### src/rtl/ppstep_pkg.sv
// Shared types and constants of the proportional pose step block.
package ppstep_pkg;

	// Q3.13 angle constants, wide enough for the raw heading difference
	localparam logic signed [17:0] PI_Q13     = 18'sd25736;
	localparam logic signed [17:0] TWO_PI_Q13 = 18'sd51472;

	// Configuration register indexes
	localparam logic [2:0] REG_POS_GAIN   = 3'd0;
	localparam logic [2:0] REG_HEAD_GAIN  = 3'd1;
	localparam logic [2:0] REG_SPEED_LIM  = 3'd2;
	localparam logic [2:0] REG_TURN_LIM   = 3'd3;
	localparam logic [2:0] REG_FRAME_PER  = 3'd4;

	localparam int unsigned CFG_IDX_W  = 3;
	localparam int unsigned CFG_DATA_W = 31;

	// Iteration counts of the square root and divide pipelines
	localparam int unsigned SQ_STEPS  = 32;
	localparam int unsigned DIV_STEPS = 31;
	localparam int unsigned LONG_LAT  = SQ_STEPS + DIV_STEPS;

	// Per-item data that rides alongside the root and divide pipelines
	typedef struct packed {
		logic signed [31:0] x0;
		logic signed [31:0] y0;
		logic signed [15:0] h0;
		logic [30:0]        ax;
		logic [30:0]        ay;
		logic               x_neg;
		logic               y_neg;
		logic [25:0]        turn_mag;
		logic               turn_neg;
		logic               over;
	} side_t;

endpackage

### src/rtl/ppstep_sqrt.sv
// Pipelined integer square root, one root bit per stage.
module ppstep_sqrt
	import ppstep_pkg::*;
(
	input  logic        clk,
	input  logic        en,
	input  logic [62:0] rad,
	output logic [31:0] root
);

	logic [32:0] rem_s  [SQ_STEPS];
	logic [31:0] root_s [SQ_STEPS];
	logic [63:0] rad_s  [SQ_STEPS];

	for (genvar i = 0; i < SQ_STEPS; i++) begin : g_step
		localparam int unsigned P = 2 * (SQ_STEPS - 1 - i);
		logic [32:0] rem_in;
		logic [31:0] root_in;
		logic [63:0] rad_in;
		logic [34:0] cand;
		logic [34:0] trial;

		if (i == 0) begin : g_first
			assign rem_in  = '0;
			assign root_in = '0;
			assign rad_in  = {1'b0, rad};
		end else begin : g_next
			assign rem_in  = rem_s[i-1];
			assign root_in = root_s[i-1];
			assign rad_in  = rad_s[i-1];
		end

		// bring down the next bit pair and try the odd step
		assign cand  = {rem_in, rad_in[P+1 -: 2]};
		assign trial = {1'b0, root_in, 2'b01};

		always_ff @(posedge clk) begin
			if (en) begin
				rad_s[i] <= rad_in;
				if (cand >= trial) begin
					rem_s[i]  <= 33'(cand - trial);
					root_s[i] <= {root_in[30:0], 1'b1};
				end else begin
					rem_s[i]  <= cand[32:0];
					root_s[i] <= {root_in[30:0], 1'b0};
				end
			end
		end
	end

	assign root = root_s[SQ_STEPS-1];

endmodule

### config.mk
export PLATFORM = sky130hd
export DESIGN_NAME = ppstep_sqrt
export DESIGN_NICKNAME = d
export VERILOG_FILES = /design/src/rtl/ppstep_pkg.sv /design/src/rtl/ppstep_sqrt.sv
export SDC_FILE = /design/constraint.sdc
export NUM_CORES = 2
export LEC_CHECK = 0
export BUFFER_PORTS_ARGS = -buffer_cell sky130_fd_sc_hd__buf_2
export CAP_MARGIN = 10
export CORE_MARGIN = 2
export CORE_UTILIZATION = 30
export CTS_BUF_LIST = sky130_fd_sc_hd__clkbuf_4
export CTS_CLUSTER_DIAMETER = 60
export DETAILED_ROUTE_END_ITERATION = 8
export PLACE_DENSITY_LB_ADDON = 0.05
export SYNTH_ARGS = -nofsm -noshare
export SYNTH_HDL_FRONTEND = slang
export SYNTH_MEMORY_MAX_BITS = 65536
export SYNTH_SLANG_ARGS = --single-unit
### constraint.sdc
create_clock -name clk -period 4.65 [get_ports clk]
set_clock_uncertainty 0.2 [all_clocks]
set_input_delay 0.93 -clock clk [delete_from_list [all_inputs] [get_ports clk]]
set_output_delay 0.93 -clock clk [all_outputs]
set_load 0.005 [all_outputs]
==> results.json <==
{
  "cp.arrival_ns": 5.36,
  "finalMaxSlewViolations": 0,
  "routedWlPerCell_um": 18.2,
  "crit_type": "flip-flop to flip-flop",
  "max_freq_mhz": 231,
  "numCtsBuffers": 722,
  "ios": 97,
  "period_needed_ns": 4.34,
  "r2r_cells": 12,
  "synth_edf_count": 2488,
  "dp_hpwl_mm": 201,
  "utilization_pct": 34.7,
  "grt_pass1_vias": 73900,
  "drive_gt1_share_pct": 14.3,
  "async_reset_ff_share_pct": 0,
  "area_growth_syn_to_layout_pct": 15.2,
  "syn_nets": 9621,
  "power_density_nw_per_um2": 489,
  "start_kind": "flip-flop",
  "rsz0062_at_grt": "no",
  "chipWidth_um": 625,
  "p_leak_nw": 51.1,
  "synth_flop_cell": "edfxtp_1",
  "cts_buffer_depth": 4,
  "seq_area_um2": 74700,
  "max-slew-margin-rel_pct": 27.7,
  "via_count": 71700,
  "yosys.area.top_type": "edfxtp_1",
  "grt_overflow": 0,
  "coreArea_um2": 385000,
  "path_max_fanout": 31,
  "nFillCells": 38200,
  "drt_iter0_markers": 4077,
  "antenna_found_initial": 11,
  "cts.sinks": 2489,
  "clkLatencyLatePin_ns": 1.57,
  "maxCapViolations": 0,
  "cts_hold_buf": 128,
  "syn_inst": 8996,
  "post-cts-setup-buffers": 0,
  "grt_pass1_wl_mm": 433,
  "synth_cell_types": 90,
  "drc": 0,
  "cp.required_ns": 5.67,
  "finalCritPeriodShare_pct": 93.2,
  "cts-htree-levels": 6,
  "finalSetupViolations": 0,
  "holdPathStages": 0,
  "worst_slew_pin_slew_ns": 1.08,
  "hold_violations": 0,
  "peakVddDrop_mv": 0.283,
  "timing.hold.ws_ns": 0.173,
  "instances_no_fill": 15500,
  "synth_area_um2": 116000,
  "ys_seq_elements": 2489,
  "placedCellCount": 14100,
  "cts_root_buf": "clkbuf_4",
  "path_clk_slew_ns": 0.06,
  "numPortBuffers": 96,
  "die-area_um2": 391000,
  "grt_max_degree": 164,
  "track_usage_pct": 14.2,
  "avgSynthCellArea_um2": 12.9,
  "drtPass1Iterations": 5,
  "fp.dieH_um": 625,
  "stdcell_area_um2": 133000,
  "initial_utilization_pct": 30.1,
  "min-delay-path-class": "flip-flop to flip-flop",
  "nets": 10500,
  "place_area_um2": 123000,
  "synth_top_area_share_pct": 64.5,
  "place_congestion": 0.805,
  "synth_warnings": 0,
  "num_rows": 228,
  "worst_setup_path_end_kind": "flip-flop",
  "synth_top_cells_by_area": "edfxtp_1 65%, ha_1 6.0%, xor2_1 3.2%, xnor2_1 2.9%, o21ai_0 2.4%",
  "ys_seq_area_share_pct": 64.5,
  "vias_per_cell": 4.64,
  "multi_input_area_um2": 37600,
  "ctsResizeCount": 0,
  "tritoncts": "yes",
  "totalWireLength_mm": 282,
  "status": "complete, no violations",
  "setup_tns_ns": 0,
  "ant_nets": 0
}
==> area by class of cell <==
cell class | instances | area share [%]
multi-input cells | 5562 | 28.2
well taps | 5060 | 4.74
clock buffers | 1020 | 5.74
clock inverters | 240 | 1.04
diodes | 12 | 0.0225
inverters | 726 | 2.05
flip-flops and latches | 2489 | 56.0
repair buffers | 360 | 2.24
==> placed cells by master (no fill, tap or decap), types with 23 or more instances in the layout <==
| master | instances |
|---|---|
| edfxtp_1 | 2488 |
| clkbuf_4 | 1020 |
| inv_1 | 724 |
| nand2_1 | 680 |
| ha_1 | 560 |
| o21ai_0 | 555 |
| a21oi_1 | 513 |
| nor2_1 | 469 |
| xor2_1 | 422 |
| xnor2_1 | 383 |
| a21o_1 | 263 |
| nor3_1 | 220 |
| clkinv_1 | 154 |
| nand3_1 | 140 |
| dlygate4sd3_1 | 128 |
| buf_4 | 121 |
| nand2b_1 | 120 |
| o21a_1 | 115 |
| nor4_1 | 102 |
| nand4_1 | 99 |
| buf_2 | 95 |
| or3_1 | 88 |
| nor2b_1 | 79 |
| mux2_2 | 54 |
| o21bai_1 | 51 |
| or4_1 | 49 |
| and3_1 | 48 |
| a31oi_1 | 44 |
| o31ai_1 | 43 |
| and2_1 | 40 |
| a211oi_1 | 36 |
| or2_2 | 32 |
| nand3b_1 | 25 |
| clkinv_2 | 25 |
| o211ai_1 | 24 |
| a21boi_0 | 23 |
==> worst paths after layout <==
kind | start | slack [ns] | endpoint
min | rad_s[1][27]$_DFFE_PP_ | 0.17 | rad_s[1][91]$_DFFE_PP_
max reg2reg | rem_s[1][396]$_DFFE_PP_ | 0.31 | rem_s[1][450]$_DFFE_PP_
min reg2reg | rad_s[1][27]$_DFFE_PP_ | 0.17 | rad_s[1][91]$_DFFE_PP_
max | rem_s[1][396]$_DFFE_PP_ | 0.31 | rem_s[1][450]$_DFFE_PP_
==> cell usage after synthesis (19+ instances only) <==
library cell and count:
a211oi_1 37, a21boi_0 24, a21o_1 263, a21oi_1 513, a31oi_1 45, and2_1 40
and3_1 48, clkbuf_1 202, edfxtp_1 2488, ha_1 560, inv_1 724, mux2_2 54
mux2i_1 22, nand2_1 680, nand2b_1 120, nand3_1 141, nand3b_1 25, nand4_1 99
nand4b_1 19, nor2_1 470, nor2b_1 81, nor3_1 221, nor3b_1 22, nor4_1 102
nor4b_1 20, o211ai_1 24, o21a_1 115, o21ai_0 556, o21bai_1 51, o31ai_1 43
or2_2 32, or3_1 88, or4_1 49, xnor2_1 383, xor2_1 422
==> routing by layer <==
layer,GRT usage (%),wire length [µm],share of wire (%)
met1,17.6,124000,44
met2,24.5,139000,49
met3,2.54,10800,3.8
met4,5.01,8230,2.9
met5,0,90,0.032
==> power by group <==
| part | total [mW] | internal, mW | switching, mW |
|---|---|---|---|
| Clock | 20.4 | 10.6 | 9.83 |
| Sequential | 30.7 | 28.6 | 2.15 |
| Combinational | 14.2 | 5.91 | 8.31 |
==> critical path: stages, from the launching register on <==
cell	delay, ns
edfxtp_1	0.49
ha_1	0.40
o21ai_0	0.13
a211oi_1	0.40
buf_4	0.21
a221oi_1	0.15
a2111o_1	0.51
o221a_2	0.31
a31oi_1	0.28
nand4_1	0.24
nand3_2	0.16
buf_12	0.21
mux2_2	0.39
==> state kept, by name, summed over array words and instances (netlist names) <==
signal,cells
rem_s,969
root_s,528
rad_s,992
==> stage by stage <==
stage                     setup slack (ns)  total power [mW]
after floorplan                      0.111              40.5
after global placement               0.214              45.5
after detailed placement             0.243              45.5
after CTS                            0.233              66.9
after global routing                0.0992              69.8
final                                0.314              65.3
==> kinds of logic (layout without fill, tap and decap cells) <==
group                    count (synthesis)  count (layout)  synth area share (%)
buffers and inverters                  945            2346                  3.08
adder cells (fa/ha/maj)                560             560                  6.05
multiplexers                            76              76                 0.715
flip-flops                            2489            2489                  64.5
AO/OA/AOI/OAI                         1818            1818                  9.64
other                                    0              12                     0
AND/OR/NAND/NOR                       2303            2303                  9.90
XOR/XNOR                               805             805                  6.09
Power figures use the tool's default switching activity.
