## config.mk

```make
export PLATFORM = sky130hd
export DESIGN_NAME = ppstep_div
export DESIGN_NICKNAME = d
export VERILOG_FILES = /design/src/rtl/ppstep_pkg.sv /design/src/rtl/ppstep_div.sv
export SDC_FILE = /design/constraint.sdc
export NUM_CORES = 2
export LEC_CHECK = 0
export BUFFER_PORTS_ARGS = -buffer_cell sky130_fd_sc_hd__buf_2
export CELL_PAD_IN_SITES_DETAIL_PLACEMENT = 0
export CELL_PAD_IN_SITES_GLOBAL_PLACEMENT = 1
export CORE_UTILIZATION = 45
export DETAILED_ROUTE_END_ITERATION = 16
export GPL_ROUTABILITY_DRIVEN = 1
export PLACE_DENSITY_LB_ADDON = 0.1
export SLEW_MARGIN = 20
export SYNTH_ARGS = -nofsm -noshare
export SYNTH_HDL_FRONTEND = slang
export SYNTH_MEMORY_MAX_BITS = 65536
export SYNTH_SLANG_ARGS = --single-unit
```

## constraint.sdc

```tcl
create_clock -name clk -period 4.4 [get_ports clk]
set_input_delay 0.22 -clock clk [delete_from_list [all_inputs] [get_ports clk]]
set_output_delay 0.22 -clock clk [all_outputs]
set_load 0.05 [all_outputs]
```

## src/rtl/ppstep_pkg.sv

```systemverilog
// Shared types and constants of the proportional pose step block.
package ppstep_pkg;

	// Q3.13 angle constants, wide enough for the raw heading difference
	localparam logic signed [17:0] PI_Q13     = 18'sd25736;
	localparam logic signed [17:0] TWO_PI_Q13 = 18'sd51472;

	// Configuration register indexes
	localparam logic [2:0] REG_POS_GAIN   = 3'd0;
	localparam logic [2:0] REG_HEAD_GAIN  = 3'd1;
	localparam logic [2:0] REG_SPEED_LIM  = 3'd2;
	localparam logic [2:0] REG_TURN_LIM   = 3'd3;
	localparam logic [2:0] REG_FRAME_PER  = 3'd4;

	localparam int unsigned CFG_IDX_W  = 3;
	localparam int unsigned CFG_DATA_W = 31;

	// Iteration counts of the square root and divide pipelines
	localparam int unsigned SQ_STEPS  = 32;
	localparam int unsigned DIV_STEPS = 31;
	localparam int unsigned LONG_LAT  = SQ_STEPS + DIV_STEPS;

	// Per-item data that rides alongside the root and divide pipelines
	typedef struct packed {
		logic signed [31:0] x0;
		logic signed [31:0] y0;
		logic signed [15:0] h0;
		logic [30:0]        ax;
		logic [30:0]        ay;
		logic               x_neg;
		logic               y_neg;
		logic [25:0]        turn_mag;
		logic               turn_neg;
		logic               over;
	} side_t;

endpackage

```

## src/rtl/ppstep_div.sv

```systemverilog
// Pipelined restoring divider, one quotient bit per stage; zero divisor gives zero.
module ppstep_div
	import ppstep_pkg::*;
(
	input  logic        clk,
	input  logic        en,
	input  logic [61:0] num,
	input  logic [31:0] den,
	output logic [30:0] quo
);

	logic [31:0] rem_s [DIV_STEPS];
	logic [30:0] q_s   [DIV_STEPS];
	logic [61:0] num_s [DIV_STEPS];
	logic [31:0] den_s [DIV_STEPS];

	for (genvar j = 0; j < DIV_STEPS; j++) begin : g_step
		localparam int unsigned B = DIV_STEPS - 1 - j;
		logic [31:0] rem_in;
		logic [30:0] q_in;
		logic [61:0] num_in;
		logic [31:0] den_in;
		logic [32:0] cand;

		// the quotient fits in 31 bits, so the upper dividend bits start as remainder
		if (j == 0) begin : g_first
			assign rem_in = {1'b0, num[61:31]};
			assign q_in   = '0;
			assign num_in = num;
			assign den_in = den;
		end else begin : g_next
			assign rem_in = rem_s[j-1];
			assign q_in   = q_s[j-1];
			assign num_in = num_s[j-1];
			assign den_in = den_s[j-1];
		end

		assign cand = {rem_in, num_in[B]};

		always_ff @(posedge clk) begin
			if (en) begin
				num_s[j] <= num_in;
				den_s[j] <= den_in;
				if (cand >= {1'b0, den_in}) begin
					rem_s[j] <= 32'(cand - {1'b0, den_in});
					q_s[j]   <= {q_in[29:0], 1'b1};
				end else begin
					rem_s[j] <= cand[31:0];
					q_s[j]   <= {q_in[29:0], 1'b0};
				end
			end
		end
	end

	assign quo = (den_s[DIV_STEPS-1] == '0) ? '0 : q_s[DIV_STEPS-1];

endmodule
```

==> run_summary.xml <==
<?xml version="1.0" encoding="UTF-8"?>
<metrics>
  <group name="outcome">
    <metric name="run_status" unit="">complete, no violations</metric>
  </group>
  <group name="sta">
    <metric name="max_freq" unit="MHz">240</metric>
    <metric name="setup-tns-final" unit="ps">0</metric>
    <metric name="drv_slew" unit="">0</metric>
    <metric name="fin_crit_sh" unit="%">94.9</metric>
    <metric name="post-route-worst-setup-slack" unit="ps">226</metric>
    <metric name="rsz0062_at_grt" unit="">no</metric>
    <metric name="tightest_slew" unit="ps">976</metric>
    <metric name="clock-skew-final" unit="ps">72.4</metric>
    <metric name="hold_viol" unit="">0</metric>
    <metric name="finalSetupViolations" unit="">0</metric>
    <metric name="worst_slew_margin_rel" unit="%">34.9</metric>
    <metric name="post-route-min-period" unit="ps">4170</metric>
  </group>
  <group name="cts">
    <metric name="cts_made_buffers" unit="">326</metric>
    <metric name="cts.path.max_buffers" unit="">4</metric>
    <metric name="cts.clk_slew.worst_paths" unit="ps">60</metric>
    <metric name="clkLatencyLatePin" unit="ps">940</metric>
    <metric name="numClockSinks" unit="">2913</metric>
    <metric name="tritoncts_clock_tree" unit="">built</metric>
    <metric name="cts-htree-levels" unit="">5</metric>
    <metric name="clk_root_buffer_cell" unit="">clkbuf_16</metric>
  </group>
  <group name="logic_synthesis">
    <metric name="synth_area" unit="um^2">150000</metric>
    <metric name="post_synth.cell_area_avg" unit="um^2">12.1</metric>
    <metric name="synth_enable_flop_cells" unit="">2912</metric>
    <metric name="netlist_instances" unit="">12400</metric>
    <metric name="ys_seq_elements" unit="">2913</metric>
    <metric name="post_synth_num_cell_types" unit="">100</metric>
    <metric name="synthArstFlopShare" unit="%">0</metric>
    <metric name="synth_sequential_area_ratio" unit="%">58.3</metric>
    <metric name="synthesis.nets" unit="">13500</metric>
    <metric name="primary_flip_flop_cell_chosen_by_synthesis_mapping" unit="">edfxtp_1</metric>
    <metric name="yosysWarnings" unit="">0</metric>
  </group>
  <group name="power">
    <metric name="share_comb_of_total_power" unit="%">40.6</metric>
    <metric name="seqPwrFrac" unit="%">36.4</metric>
    <metric name="vdd.ir_drop.worst" unit="mV">0.348</metric>
    <metric name="p_int" unit="mW">77.6</metric>
    <metric name="p_switching" unit="mW">43.0</metric>
    <metric name="p_per_area" unit="nW/um^2">712</metric>
    <metric name="power.leakage" unit="nW">67.1</metric>
    <metric name="clk_pwr_share" unit="%">23.0</metric>
    <metric name="swShare" unit="%">35.6</metric>
  </group>
  <group name="global_routing">
    <metric name="grt_start_max_net_pins" unit="">158</metric>
    <metric name="top_usage_layer" unit="">met2</metric>
    <metric name="global_route_met2_utilization" unit="%">37.0</metric>
    <metric name="grt_overflow_total" unit="">0</metric>
    <metric name="first_global_vias" unit="">93000</metric>
    <metric name="antenna_violations_before_repair" unit="">3</metric>
    <metric name="grt.met1_usage" unit="%">28.1</metric>
    <metric name="first_pass_grt_wire_length" unit="um">553000</metric>
    <metric name="globalRouteMet3Util" unit="%">2.21</metric>
    <metric name="groute.usage.overall" unit="%">21.3</metric>
  </group>
  <group name="finish">
    <metric name="final_common_cell" unit="">edfxtp_1</metric>
    <metric name="drive_gt1_share" unit="%">9.93</metric>
    <metric name="final_core_util" unit="%">51.2</metric>
    <metric name="layout_common_cells" unit="">2912 x edfxtp_1, 1238 x inv_1, 1049 x a21oi_1</metric>
    <metric name="layout-area-overhead-vs-synth" unit="%">13.0</metric>
    <metric name="num-nets-final" unit="">14000</metric>
    <metric name="instances_no_fill" unit="">17500</metric>
  </group>
  <group name="worst_setup_path">
    <metric name="crit_buf_inv" unit="">2</metric>
    <metric name="cp_max_fo" unit="">3</metric>
    <metric name="arrival" unit="ps">4790</metric>
    <metric name="worst_path_max_delay_cell" unit="">o311ai_1</metric>
    <metric name="critical_path.cell_chain" unit="">ha_1 &gt; inv_1 &gt; fa_1 &gt; a21o_1 &gt; a21o_1 &gt; a221o_1 &gt; and3_1 &gt; o311ai_1 &gt; buf_4 &gt; a21oi_1 &gt; nor2_1 &gt; o21ai_0 &gt; a31oi_1 &gt; xnor2_1 &gt; mux2_2</metric>
    <metric name="cp_data_required_time" unit="ps">5020</metric>
    <metric name="critical_path_class" unit="">register to register</metric>
    <metric name="cpMostUsedCell" unit="">a21o_1</metric>
    <metric name="slowest_delay" unit="ps">490</metric>
    <metric name="crit_path_start_kind" unit="">register</metric>
    <metric name="worst_setup_path_end_kind" unit="">register</metric>
    <metric name="cp_top_family" unit="">compound AO/OA/AOI/OAI gates</metric>
  </group>
  <group name="drt">
    <metric name="wl_per_cell" unit="um">20.7</metric>
    <metric name="detailedRoute.firstIterationViolations" unit="">6461</metric>
    <metric name="drt-total-wl" unit="um">363000</metric>
    <metric name="drc_errors" unit="">0</metric>
    <metric name="detailroute.via_count" unit="">94800</metric>
    <metric name="firstDrtPassIters" unit="">5</metric>
    <metric name="route.antenna.remaining_nets" unit="">0</metric>
    <metric name="number_of_vias_per_cell_after_detailed_routing" unit="">5.41</metric>
  </group>
  <group name="floorplanning">
    <metric name="core-area" unit="um^2">331000</metric>
    <metric name="floorplan.initialDensity" unit="%">45.3</metric>
    <metric name="die-width" unit="um">579</metric>
    <metric name="dieArea" unit="um^2">335000</metric>
    <metric name="rows" unit="">211</metric>
    <metric name="die_height" unit="um">579</metric>
    <metric name="ios" unit="">127</metric>
  </group>
  <group name="placed_design">
    <metric name="gp_congestion" unit="">0.877</metric>
    <metric name="io_buffer_count" unit="">126</metric>
    <metric name="dp_slack" unit="ps">108</metric>
    <metric name="place.detailed.hpwl" unit="um">272000</metric>
    <metric name="placedCellCount" unit="">16800</metric>
  </group>
  <group name="job">
    <metric name="maxCapViolCount" unit="">0</metric>
  </group>
  <group name="min_path">
    <metric name="hold_path.class" unit="">input port to register</metric>
  </group>
</metrics>
## final timing paths
kind              slack, ps  cells past startpoint       endpoint           from
hold / removal           80                      2    den_s[0][3]         den[3]
hold reg to reg         400                      0  num_s[0][190]  num_s[0][128]
setup reg to reg        230                     15  rem_s[0][350]  den_s[0][288]
setup / recovery        230                     15  rem_s[0][350]  den_s[0][288]
## synthesized netlist by cell type, types with 60 or more instances
| master | count | area share (%) |
|---|---|---|
| edfxtp_1 | 2912 | 58 |
| inv_1 | 1238 | 3.1 |
| a21oi_1 | 1056 | 3.5 |
| ha_1 | 992 | 8.3 |
| nand2_1 | 761 | 1.9 |
| nor2_1 | 740 | 1.9 |
| o21ai_0 | 717 | 2.4 |
| xnor2_1 | 497 | 2.9 |
| a21o_1 | 462 | 2.3 |
| mux2_2 | 422 | 3.2 |
| xor2_1 | 327 | 1.9 |
| clkbuf_1 | 215 | 0.54 |
| nand4_1 | 166 | 0.69 |
| nor2b_1 | 163 | 0.68 |
| nand2b_1 | 159 | 0.66 |
| nand3_1 | 159 | 0.53 |
| o21a_1 | 127 | 0.64 |
| o21bai_1 | 125 | 0.63 |
| nor3_1 | 118 | 0.39 |
| a31oi_1 | 72 | 0.30 |
| and3_1 | 60 | 0.25 |
| buf_2 | 60 | 0.20 |
## cell type report
| class | count | area (um^2) |
|---|---|---|
| fill | 28700 | 161000 |
| sequential | 2913 | 87500 |
| multi-input combinational | 7956 | 56900 |
| clock buffer | 381 | 8490 |
| tap | 4366 | 5460 |
| inverter | 1238 | 4650 |
| timing repair buffer | 444 | 3990 |
| clock inverter | 214 | 2410 |
| antenna | 8 | 20.0 |
## through the flow
step | cell area (um^2) | hold WS, ps | total power [mW]
floorplan | 150000 | 319 | 78.8
global placement | 157000 | 397 | 92.9
detailed placement | 157000 | 399 | 93.1
CTS | 169000 | 2.08 | 122
global route | 169000 | 49.8 | 129
finish | 169000 | 83.8 | 121
## layer usage
| metal | vias up | wire [um] |
|---|---|---|
| met5 | - | 0 |
| met4 | 0 | 10600 |
| met3 | 551 | 13100 |
| met2 | 1791 | 179000 |
| met1 | 45900 | 160000 |
| li1 | 46600 | - |
## flip-flops by register name, indices dropped and copies added (netlist names)
signal	cells
den_s	992
rem_s	960
q_s	496
num_s	465
## what timing repair did
item | CTS | global route
resized for setup | 0 | 8
setup buffers | 0 | 1
hold buffers | 159 | 0
endpoints found under the hold margin | 119 | 0
endpoints found under the setup margin | 0 | 34
## logic make-up after synthesis
kind of cell,Yosys count,synth area share (%)
XOR/XNOR,824,4.81
flip-flops,2913,58.3
multiplexers,440,3.29
buffers and inverters,1525,3.88
AO/OA/AOI/OAI,3086,12.8
adder cells (fa/ha/maj),1022,8.68
AND/OR/NAND/NOR,2584,8.19
## worst reg2reg max path, cell delays in order (launching register included)
cell      delay, ps
edfxtp_1        470
ha_1            210
inv_1            50
fa_1            410
a21o_1          200
a21o_1          230
a221o_1         380
and3_1          240
o311ai_1        490
buf_4           210
a21oi_1          70
nor2_1          210
o21ai_0         160
a31oi_1         230
xnor2_1          80
mux2_2          270
## power groups by stage
stage               sequential, mW  combinational [mW]  clock [mW]
CTS                           44.1                49.0        28.7
finish                        43.9                48.9        27.8
global placement              44.7                48.1           0
global route                  44.5                54.4        29.6
detailed placement            44.6                48.5           0
floorplan                     41.8                37.0           0
Note: power is estimated with default switching activity, not from simulation.
